<file path="config.mk">
export PLATFORM = sky130hd
export DESIGN_NAME = fast_corner_strength_flat
export DESIGN_NICKNAME = d
export VERILOG_FILES = /design/src/hw/rtl/fcs_pkg.sv /design/src/hw/rtl/fcs_req_if.sv /design/src/hw/rtl/fcs_rsp_if.sv /design/src/hw/rtl/fcs_csr_if.sv /design/src/hw/rtl/fcs_arc_min.sv /design/src/hw/rtl/fast_corner_strength.sv /design/src/flat_wrapper.sv
export SDC_FILE = /design/constraint.sdc
export NUM_CORES = 2
export LEC_CHECK = 0
export BUFFER_PORTS_ARGS = -buffer_cell sky130_fd_sc_hd__buf_2
export CORE_AREA = 2 2 636 322
export DETAILED_ROUTE_END_ITERATION = 7
export DIE_AREA = 0 0 638 324
export GPL_TIMING_DRIVEN = 0
export PLACE_DENSITY = 0.51
export SLEW_MARGIN = 5
export SYNTH_ARGS = -nofsm -noshare
export SYNTH_HDL_FRONTEND = slang
export SYNTH_SLANG_ARGS = --single-unit
</file>
<file path="constraint.sdc">
create_clock -name clock -period 22.9 [get_ports clock]
set_input_delay 3.435 -clock clock [delete_from_list [all_inputs] [get_ports clock]]
set_output_delay 3.435 -clock clock [all_outputs]
set_load 0.01 [all_outputs]
</file>
<file path="src/hw/rtl/fcs_pkg.sv">
// shared constants, types and helpers for the corner strength block
package fcs_pkg;

   localparam int CIRCLE_POINTS = 16;
   localparam int HALF_POINTS   = CIRCLE_POINTS / 2;
   localparam int DIFF_W        = 8;
   localparam int WORD_W        = HALF_POINTS * DIFF_W;
   localparam int ARC_SHORT     = 9;
   localparam int ARC_LONG      = 12;

   localparam logic ARC_SEL_SHORT = 1'b0;
   localparam logic ARC_SEL_LONG  = 1'b1;

   typedef logic [DIFF_W-1:0]        diff_type;
   typedef logic [CIRCLE_POINTS-1:0] flags_type;
   typedef logic [WORD_W-1:0]        word_type;

   typedef struct packed {
      logic      brighter_enable;
      logic      darker_enable;
      flags_type brighter_flags;
      flags_type darker_flags;
      word_type  brighter_diffs_lo;
      word_type  brighter_diffs_hi;
      word_type  darker_diffs_lo;
      word_type  darker_diffs_hi;
   } item_type;

   function automatic diff_type min_diff(input diff_type a, input diff_type b);
      return (a < b) ? a : b;
   endfunction

   function automatic diff_type max_diff(input diff_type a, input diff_type b);
      return (a > b) ? a : b;
   endfunction

endpackage

</file>
<file path="src/hw/rtl/fcs_req_if.sv">
// candidate pixel channel
interface fcs_req_if import fcs_pkg::*; ();
   logic      valid;
   logic      ready;
   logic      brighter_enable;
   logic      darker_enable;
   flags_type brighter_flags;
   flags_type darker_flags;
   word_type  brighter_diffs_lo;
   word_type  brighter_diffs_hi;
   word_type  darker_diffs_lo;
   word_type  darker_diffs_hi;

   modport source (
      output valid, brighter_enable, darker_enable, brighter_flags, darker_flags,
             brighter_diffs_lo, brighter_diffs_hi, darker_diffs_lo, darker_diffs_hi,
      input  ready
   );
   modport sink (
      input  valid, brighter_enable, darker_enable, brighter_flags, darker_flags,
             brighter_diffs_lo, brighter_diffs_hi, darker_diffs_lo, darker_diffs_hi,
      output ready
   );
endinterface

</file>
<file path="src/hw/rtl/fcs_rsp_if.sv">
// corner strength result channel
interface fcs_rsp_if import fcs_pkg::*; ();
   logic     valid;
   logic     ready;
   diff_type strength;

   modport source (output valid, strength, input ready);
   modport sink (input valid, strength, output ready);
endinterface

</file>
<file path="src/hw/rtl/fcs_csr_if.sv">
// arc length register write channel
interface fcs_csr_if ();
   logic valid;
   logic ready;
   logic arc_length_select;

   modport source (output valid, arc_length_select, input ready);
   modport sink (input valid, arc_length_select, output ready);
endinterface

</file>
<file path="src/hw/rtl/fcs_arc_min.sv">
// minimum difference of each of the sixteen arcs of one polarity
module fcs_arc_min import fcs_pkg::*; (
   input  logic      enable,
   input  logic      long_arc,
   input  flags_type flags,
   input  word_type  diffs_lo,
   input  word_type  diffs_hi,
   output diff_type  arc_min [CIRCLE_POINTS]
);

   diff_type  d  [CIRCLE_POINTS];
   diff_type  p2 [CIRCLE_POINTS];
   diff_type  p4 [CIRCLE_POINTS];
   diff_type  p8 [CIRCLE_POINTS];
   flags_type f2;
   flags_type f4;
   flags_type f8;

   genvar k;

   for (k = 0; k < HALF_POINTS; k++) begin : g_unpack
      assign d[k]               = diffs_lo[k*DIFF_W +: DIFF_W];
      assign d[k + HALF_POINTS] = diffs_hi[k*DIFF_W +: DIFF_W];
   end

   // runs of 2, 4 and 8 positions starting at each position, wrapping round
   for (k = 0; k < CIRCLE_POINTS; k++) begin : g_runs
      assign p2[k] = min_diff(d[k],  d[(k + 1) % CIRCLE_POINTS]);
      assign f2[k] = flags[k] & flags[(k + 1) % CIRCLE_POINTS];
      assign p4[k] = min_diff(p2[k], p2[(k + 2) % CIRCLE_POINTS]);
      assign f4[k] = f2[k] & f2[(k + 2) % CIRCLE_POINTS];
      assign p8[k] = min_diff(p4[k], p4[(k + 4) % CIRCLE_POINTS]);
      assign f8[k] = f4[k] & f4[(k + 4) % CIRCLE_POINTS];
   end

   // nine = eight + one, twelve = eight + four
   for (k = 0; k < CIRCLE_POINTS; k++) begin : g_arcs
      diff_type min_short;
      diff_type min_long;
      logic     ok_short;
      logic     ok_long;
      logic     ok;

      assign min_short = min_diff(p8[k], d[(k + ARC_SHORT - 1) % CIRCLE_POINTS]);
      assign ok_short  = f8[k] & flags[(k + ARC_SHORT - 1) % CIRCLE_POINTS];
      assign min_long  = min_diff(p8[k], p4[(k + ARC_LONG - 4) % CIRCLE_POINTS]);
      assign ok_long   = f8[k] & f4[(k + ARC_LONG - 4) % CIRCLE_POINTS];
      assign ok        = enable & ((long_arc == ARC_SEL_LONG) ? ok_long : ok_short);
      assign arc_min[k] = !ok ? '0 : ((long_arc == ARC_SEL_LONG) ? min_long : min_short);
   end

endmodule

</file>
<file path="src/hw/rtl/fast_corner_strength.sv">
// FAST segment test corner strength, one candidate pixel per cycle while the result side keeps up
//
// Takes one candidate pixel item per cycle and returns its corner strength
// after acceptance: the item is registered, the sixteen arc
// minima of both polarities are formed and registered, then the maximum
// over all 32 is registered as the result. Throughput is one item per cycle
// whenever the result side keeps up; each stage holds its item while the
// next one is full, so a stalled result does not block the input until the
// pipeline has filled. The arc length register (0: 9 positions, 1: 12
// positions) may be written at any cycle while no item is in flight and
// is taken on every csr write.
module fast_corner_strength import fcs_pkg::*; (
   input  logic   clock,
   input  logic   reset,
   fcs_req_if.sink   req_chan,
   fcs_rsp_if.source rsp_chan,
   fcs_csr_if.sink   csr_chan
);

   localparam int ARCS = 2 * CIRCLE_POINTS;

   logic     arc_sel_ff;
   logic     arc_sel_in;
   logic     in_valid_ff;
   logic     in_valid_in;
   item_type in_item_ff;
   logic     mid_valid_ff;
   logic     mid_valid_in;
   diff_type mid_min_ff [ARCS];
   logic     rsp_valid_ff;
   logic     rsp_valid_in;
   diff_type rsp_strength_ff;
   diff_type rsp_strength_in;

   logic     in_adv;
   logic     mid_adv;
   logic     rsp_adv;

   diff_type bright_min [CIRCLE_POINTS];
   diff_type dark_min   [CIRCLE_POINTS];
   diff_type t16 [CIRCLE_POINTS];
   diff_type t8  [CIRCLE_POINTS/2];
   diff_type t4  [CIRCLE_POINTS/4];
   diff_type t2  [CIRCLE_POINTS/8];

   // each stage moves on when it is empty or the next one is moving
   assign rsp_adv = !rsp_valid_ff || rsp_chan.ready;
   assign mid_adv = !mid_valid_ff || rsp_adv;
   assign in_adv  = !in_valid_ff  || mid_adv;

   assign req_chan.ready  = in_adv;
   assign csr_chan.ready  = 1'b1;
   assign rsp_chan.valid  = rsp_valid_ff;
   assign rsp_chan.strength = rsp_strength_ff;

   assign arc_sel_in   = csr_chan.valid ? csr_chan.arc_length_select : arc_sel_ff;
   assign in_valid_in  = in_adv  ? req_chan.valid : in_valid_ff;
   assign mid_valid_in = mid_adv ? in_valid_ff    : mid_valid_ff;
   assign rsp_valid_in = rsp_adv ? mid_valid_ff   : rsp_valid_ff;

   always_ff @(posedge clock) begin
      if (reset) begin
         arc_sel_ff   <= ARC_SEL_SHORT;
         in_valid_ff  <= 1'b0;
         mid_valid_ff <= 1'b0;
         rsp_valid_ff <= 1'b0;
      end else begin
         arc_sel_ff   <= arc_sel_in;
         in_valid_ff  <= in_valid_in;
         mid_valid_ff <= mid_valid_in;
         rsp_valid_ff <= rsp_valid_in;
      end
   end

   always_ff @(posedge clock) begin
      if (in_adv && req_chan.valid) begin
         in_item_ff.brighter_enable   <= req_chan.brighter_enable;
         in_item_ff.darker_enable     <= req_chan.darker_enable;
         in_item_ff.brighter_flags    <= req_chan.brighter_flags;
         in_item_ff.darker_flags      <= req_chan.darker_flags;
         in_item_ff.brighter_diffs_lo <= req_chan.brighter_diffs_lo;
         in_item_ff.brighter_diffs_hi <= req_chan.brighter_diffs_hi;
         in_item_ff.darker_diffs_lo   <= req_chan.darker_diffs_lo;
         in_item_ff.darker_diffs_hi   <= req_chan.darker_diffs_hi;
      end
   end

   fcs_arc_min u_bright (
      .enable   (in_item_ff.brighter_enable),
      .long_arc (arc_sel_ff),
      .flags    (in_item_ff.brighter_flags),
      .diffs_lo (in_item_ff.brighter_diffs_lo),
      .diffs_hi (in_item_ff.brighter_diffs_hi),
      .arc_min  (bright_min)
   );

   fcs_arc_min u_dark (
      .enable   (in_item_ff.darker_enable),
      .long_arc (arc_sel_ff),
      .flags    (in_item_ff.darker_flags),
      .diffs_lo (in_item_ff.darker_diffs_lo),
      .diffs_hi (in_item_ff.darker_diffs_hi),
      .arc_min  (dark_min)
   );

   always_ff @(posedge clock) begin
      if (mid_adv && in_valid_ff) begin
         for (int i = 0; i < CIRCLE_POINTS; i++) begin
            mid_min_ff[i]                 <= bright_min[i];
            mid_min_ff[i + CIRCLE_POINTS] <= dark_min[i];
         end
      end
   end

   // maximum over all arc minima, disqualified arcs already read as zero
   always_comb begin
      for (int i = 0; i < CIRCLE_POINTS; i++) begin
         t16[i] = max_diff(mid_min_ff[2*i], mid_min_ff[2*i + 1]);
      end
      for (int i = 0; i < CIRCLE_POINTS/2; i++) begin
         t8[i] = max_diff(t16[2*i], t16[2*i + 1]);
      end
      for (int i = 0; i < CIRCLE_POINTS/4; i++) begin
         t4[i] = max_diff(t8[2*i], t8[2*i + 1]);
      end
      for (int i = 0; i < CIRCLE_POINTS/8; i++) begin
         t2[i] = max_diff(t4[2*i], t4[2*i + 1]);
      end
      rsp_strength_in = max_diff(t2[0], t2[1]);
   end

   always_ff @(posedge clock) begin
      if (rsp_adv && mid_valid_ff) begin
         rsp_strength_ff <= rsp_strength_in;
      end
   end

endmodule

</file>
<file path="src/flat_wrapper.sv">
// flat-port wrapper written by rule: the top's interface ports become plain ports
module fast_corner_strength_flat import fcs_pkg::*;
  (clock, reset, req_chan_valid, req_chan_brighter_enable, req_chan_darker_enable, req_chan_brighter_flags, req_chan_darker_flags, req_chan_brighter_diffs_lo, req_chan_brighter_diffs_hi, req_chan_darker_diffs_lo, req_chan_darker_diffs_hi, req_chan_ready, rsp_chan_valid, rsp_chan_strength, rsp_chan_ready, csr_chan_valid, csr_chan_arc_length_select, csr_chan_ready);
  fcs_req_if req_chan_i ();
  fcs_rsp_if rsp_chan_i ();
  fcs_csr_if csr_chan_i ();
  input  logic clock;
  input  logic reset;
  input wire logic [$bits(req_chan_i.valid)-1:0] req_chan_valid;
  input wire logic [$bits(req_chan_i.brighter_enable)-1:0] req_chan_brighter_enable;
  input wire logic [$bits(req_chan_i.darker_enable)-1:0] req_chan_darker_enable;
  input wire logic [$bits(req_chan_i.brighter_flags)-1:0] req_chan_brighter_flags;
  input wire logic [$bits(req_chan_i.darker_flags)-1:0] req_chan_darker_flags;
  input wire logic [$bits(req_chan_i.brighter_diffs_lo)-1:0] req_chan_brighter_diffs_lo;
  input wire logic [$bits(req_chan_i.brighter_diffs_hi)-1:0] req_chan_brighter_diffs_hi;
  input wire logic [$bits(req_chan_i.darker_diffs_lo)-1:0] req_chan_darker_diffs_lo;
  input wire logic [$bits(req_chan_i.darker_diffs_hi)-1:0] req_chan_darker_diffs_hi;
  output wire logic [$bits(req_chan_i.ready)-1:0] req_chan_ready;
  output wire logic [$bits(rsp_chan_i.valid)-1:0] rsp_chan_valid;
  output wire logic [$bits(rsp_chan_i.strength)-1:0] rsp_chan_strength;
  input wire logic [$bits(rsp_chan_i.ready)-1:0] rsp_chan_ready;
  input wire logic [$bits(csr_chan_i.valid)-1:0] csr_chan_valid;
  input wire logic [$bits(csr_chan_i.arc_length_select)-1:0] csr_chan_arc_length_select;
  output wire logic [$bits(csr_chan_i.ready)-1:0] csr_chan_ready;
  assign req_chan_i.valid = req_chan_valid;
  assign req_chan_i.brighter_enable = req_chan_brighter_enable;
  assign req_chan_i.darker_enable = req_chan_darker_enable;
  assign req_chan_i.brighter_flags = req_chan_brighter_flags;
  assign req_chan_i.darker_flags = req_chan_darker_flags;
  assign req_chan_i.brighter_diffs_lo = req_chan_brighter_diffs_lo;
  assign req_chan_i.brighter_diffs_hi = req_chan_brighter_diffs_hi;
  assign req_chan_i.darker_diffs_lo = req_chan_darker_diffs_lo;
  assign req_chan_i.darker_diffs_hi = req_chan_darker_diffs_hi;
  assign req_chan_ready = req_chan_i.ready;
  assign rsp_chan_valid = rsp_chan_i.valid;
  assign rsp_chan_strength = rsp_chan_i.strength;
  assign rsp_chan_i.ready = rsp_chan_ready;
  assign csr_chan_i.valid = csr_chan_valid;
  assign csr_chan_i.arc_length_select = csr_chan_arc_length_select;
  assign csr_chan_ready = csr_chan_i.ready;
  fast_corner_strength u_core (.clock(clock), .reset(reset), .req_chan(req_chan_i), .rsp_chan(rsp_chan_i), .csr_chan(csr_chan_i));
endmodule
</file>
# --- Word level (Yosys, flattened, before mapping) ---
# Memory sizes are Yosys's and may differ from the RTL's.
# Index checks and enable logic that the tools add are counted.
op_classes:
  magnitude_cmp: 191
  n_mux: 289
  bitwise_logic: 192
  reduce_logical: 9
ops:
  columns: ["cell", "count"]
  rows:
  - ["$mux 8", 255]
  - ["$lt 8x8->1", 160]
  - ["$gt 8x8->1", 31]
  - ["$and 1x1->1", 192]
  - ["$mux 1", 34]
  - ["$logic_and 1x1->1", 3]
  - ["$logic_not 1->1", 3]
  - ["$logic_or 1x1->1", 3]
totals:
  ff_bits: 302
  ram_bits: 256
  in_bits: 296
  out_inout_bits: 11
  memories: 1
mem_list:
  columns: ["memory", "words", "word_bits", "rd", "rd_ports_with_merged_regs", "wr", "line_no", "source"]
  rows:
  - ["u_core.mid_min_ff", 32, 8, 32, 0, 32, "fast_corner_strength.sv:29", "diff_type mid_min_ff [ARCS];"]

# --- Logic depth before layout (Yosys ltp) ---
# An unclocked memory read counts as a cell.
logic_depth:
  depth_word: 11
  ltp_mapped: 53

# --- By module ---
# A second synthesis with hierarchy kept.
hier_totals:
  cells_unflattened: 8454
  area_unflattened_um2: 72230.5
by_module_without_submodules:
  columns: ["mod", "instances", "cells_per_inst", "area_each_um2"]
  rows:
  - ["fast_corner_strength", 1, 1909, 26472.9]
  - ["fcs_arc_min (u_core.u_bright)", 1, 3271, 22880.7]
  - ["fcs_arc_min (u_core.u_dark)", 1, 3274, 22876.9]

# --- Worst setup path after synthesis ---
# No wires, ideal clock.
synth_timing:
  path_type: "input-to-reg"
  startpoint: "in rsp_chan_ready"
  endpoint: "mem u_core.mid_min_ff[0][0] in the netlist's numbering (enable)"
  setup_ps: 1265
  arrival_ps: 21945
  required_ps: 21635
  setup_slack_ps: -310
  stages: 2
  path_buffers: 0
  path_cell_list: "nor2b_1 -> a21boi_0"
synth_lines:
  columns: ["item", "line_no", "source"]
  rows:
  - ["from (decl)", "flat_wrapper.sv:21", "input wire logic [$bits(rsp_chan_i.ready)-1:0] rsp_chan_ready;"]
  - ["to (decl)", "fast_corner_strength.sv:29", null]

==> flow_metrics.py <==
metrics = {
    "cells_and_area": {
        "final_core_util_pct": 39.2,
        "syn_to_final_growth_pct": 13.0,
        "layout.nets": 10224,
        "layout-drive-gt1-share_pct": 9.51,
        "num-fill-cells": 20206,
    },
    "worst_setup_path": {
        "critPathKind": "flop to flop",
        "path_buf_inv": 3,
        "start_kind": "flop",
        "crit_arrival_ns": 13.26,
        "r2r_start": "u_core.mid_min_ff[2][27]",
        "cpMostUsedCell": "ha_1",
        "cp_slowest_stage_delay_ns": 1.29,
        "crit_required_ns": 23.37,
        "crit_slowest_cell": "mux2i_1",
        "r2r-end": "u_core.rsp_chan.strength[7]",
        "cpLargestDelayFamily": "compound AO/OA/AOI/OAI gates",
        "crit_end": "u_core.rsp_chan.strength[7]",
        "r2r_slack_ns": 10.11,
        "reg2reg_depth": 38,
        "path_max_fanout": 10,
        "cp.depth": 38,
        "cp-startpoint": "u_core.mid_min_ff[2][27]",
        "end_kind": "flop",
    },
    "timing": {
        "fin_ws_ns": 10.11,
        "clock.fmax_mhz": 78.2,
        "setup_viol": 0,
        "rsz0062_at_grt": "no",
        "relSlewSlack_pct": -15.6,
        "fin_crit_ns": 12.79,
        "finClkSkew_ns": 0.0311,
        "worst_slew_pin_slew_ns": 1.69,
        "min_period_over_period_pct": 55.8,
        "drv_slew": 139,
        "hold_violations": 0,
    },
    "detailed_routing": {
        "via_count": 72040,
        "wl_per_cell_um": 35.9,
        "drt-total-wl_mm": 410,
        "drtPass1Iterations": 7,
        "via_per_inst": 6.31,
        "final_antenna_net_count": 0,
        "drt-initial-drc-count": 12105,
        "drcViolationCount": 0,
    },
    "cts": {
        "cts_setup_buffers": 0,
        "holdBufCountCts": 0,
        "cts_made_buffers": 61,
        "clkTransAtPathRegs_ns": 0.07,
        "clk_path_buf_depth": 3,
        "h-tree-depth": 2,
        "cts_tree": "yes",
        "cts_resized": 0,
        "clock_latency_ns": 0.77,
        "cts-root-buf": "clkbuf_16",
        "cts_sinks": 558,
    },
    "grt": {
        "grt_pass1_wl_mm": 535,
        "grt-ovfl-total": 0,
        "grt_pass1_vias": 62464,
        "antenna_found_initial": 52,
        "track_usage_pct": 38.1,
        "grt_max_degree": 28,
    },
    "yosys": {
        "ys_seq_elements": 558,
        "synth_area_mm2": 0.0700,
        "synth.largest_area_cell": "ha_1",
        "yosysWarningCount": 0,
        "ys_types": 101,
        "yosysMostFrequentCell": "ha_1",
        "synth_ff_type": "edfxtp_1",
        "synth_cells": 8105,
        "synth.avg_cell_area_um2": 8.64,
        "netlist.area_leader.share_pct": 24.3,
        "netlist_top_cells_area": "ha_1 (24%), edfxtp_1 (24%), mux2i_1 (8.3%)",
        "synth_common_cells": "ha_1 (1358), inv_1 (1056), a21oi_1 (697), nor2_1 (687), mux2i_1 (582)",
        "synth-edff-count": 554,
        "async_flop_share_pct": 0,
        "ys_seq_area_share_pct": 23.9,
        "synth_nets": 9759,
    },
    "die": {
        "start_util_pct": 34.7,
        "die_x_um": 638,
        "die_h_um": 324,
        "rows": 117,
        "core_mm2": 0.202,
        "dieArea_mm2": 0.207,
        "io_pins": 307,
    },
    "status": {
        "violations": "max-capacitance violations, max-slew violations",
        "status": "complete, but fails checks",
    },
    "place": {
        "numPortBuffers": 305,
        "post-place-ws_ns": 10.72,
        "gp_congestion": 1.18,
        "hpwl_mm": 355,
    },
    "pwr": {
        "p_per_area_mw_per_mm2": 157,
        "power_w": 0.0124,
        "leakagePower_nw": 38.5,
        "vdd_ir_drop_max_v": 0.0000845,
    },
    "job": {
        "drv_cap": 29,
    },
    "min_path": {
        "hp-class": "flop to flop",
    },
}
-- cell type report --
cell class / instances / area [um^2] / area share [%]
inverters: 1056 / 3960 / 5.01
diodes: 118 / 295 / 0.373
multi-input cells: 6364 / 49300 / 62.4
clock inverters: 44 / 455 / 0.576
flip-flops and latches: 558 / 16700 / 21.1
clock buffers: 71 / 1590 / 2.00
repair buffers: 402 / 2870 / 3.62
well taps: 2677 / 3350 / 4.23
plain buffers: 127 / 533 / 0.674
-- routing by layer --
| metal | GRT usage, % | part of all wire [%] | vias to the layer above |
|---|---|---|---|
| met2 | 37.7 | 29 | 5182 |
| li1 | - | - | 31255 |
| met4 | 5.79 | 1.6 | 34 |
| met1 | 56.6 | 47 | 35179 |
| met5 | 7.10 | 0.60 | - |
| met3 | 31.7 | 22 | 390 |
-- cell families (layout without fill, tap and decap cells) --
family,Yosys count,in the layout,synth area share [%]
adder cells (fa/ha/maj),1361,1361,24.3
AND/OR/NAND/NOR,1987,1987,13.4
other,1,119,0.00536
multiplexers,655,655,9.49
buffers and inverters,1183,1700,6.41
AO/OA/AOI/OAI,2359,2359,22.5
XOR/XNOR,1,1,0.0125
flip-flops,558,558,23.9
-- flip-flops by register name, indices dropped and copies added (netlist names) --
| signal | flops |
|---|---|
| u_core.arc_sel_ff | 1 |
| u_core.in_item_ff | 290 |
| u_core.in_valid_ff | 1 |
| u_core.mid_min_ff | 256 |
| u_core.mid_valid_ff | 1 |
| u_core.rsp_chan.strength | 8 |
| u_core.rsp_chan.valid | 1 |
-- report_power, final --
part           internal (W)  switching [W]  total [W]
logic               0.00319        0.00687     0.0101
registers           0.00119       0.000116    0.00131
clock network      0.000569       0.000511    0.00108
-- cell usage in the layout, fill, tap and decap left out, types with 96 or more instances in the layout --
cell      instances
nor2b_1         127
nor2_1          687
a21o_1          323
diode_2         118
a21oi_1         681
nand3_1         190
buf_2           323
inv_1          1056
clkbuf_1         96
mux2i_1         523
o21a_1          139
o21ai_0         331
ha_1           1358
nand4_1         150
nand2_1         458
edfxtp_1        554
-- through the flow --
| stage | std cells | hold WS [ns] | cell area (um^2) | TNS (ns) |
|---|---|---|---|---|
| finish | 11417 | 0.573 | 79100 | 0 |
| global route | 11384 | 0.604 | 79000 | 0 |
| CTS | 11283 | 0.569 | 78500 | 0 |
| detailed placement | 11168 | 0.553 | 76400 | 0 |
| global placement | 11087 | 0.493 | 74900 | -1477.48 |
| floorplan | 8105 | 0.473 | 70000 | 0 |
-- worst min path at each step --
stage	start	end	slack, ns	cells past startpoint
3_3_place_gp	u_core.in_valid_ff	u_core.mid_valid_ff	0.49	2
6_report	u_core.in_valid_ff	u_core.mid_valid_ff	0.57	2
5_1_grt	u_core.in_valid_ff	u_core.mid_valid_ff	0.60	2
3_5_place_dp	u_core.in_valid_ff	u_core.mid_valid_ff	0.55	2
4_1_cts	u_core.in_valid_ff	u_core.mid_valid_ff	0.57	2
2_1_floorplan	u_core.in_valid_ff	u_core.mid_valid_ff	0.47	2
-- worst reg2reg max path, delay by kind of cell, from the launching register on --
| family | cells | cell delay, ns |
|---|---|---|
| simple gates | 8 | 1.01 |
| fa+ha+maj | 5 | 1.76 |
| flops | 1 | 0.48 |
| buf+inv | 3 | 0.59 |
| mux | 3 | 2.97 |
| compound gates | 19 | 5.67 |
Power figures use the tool's default switching activity.
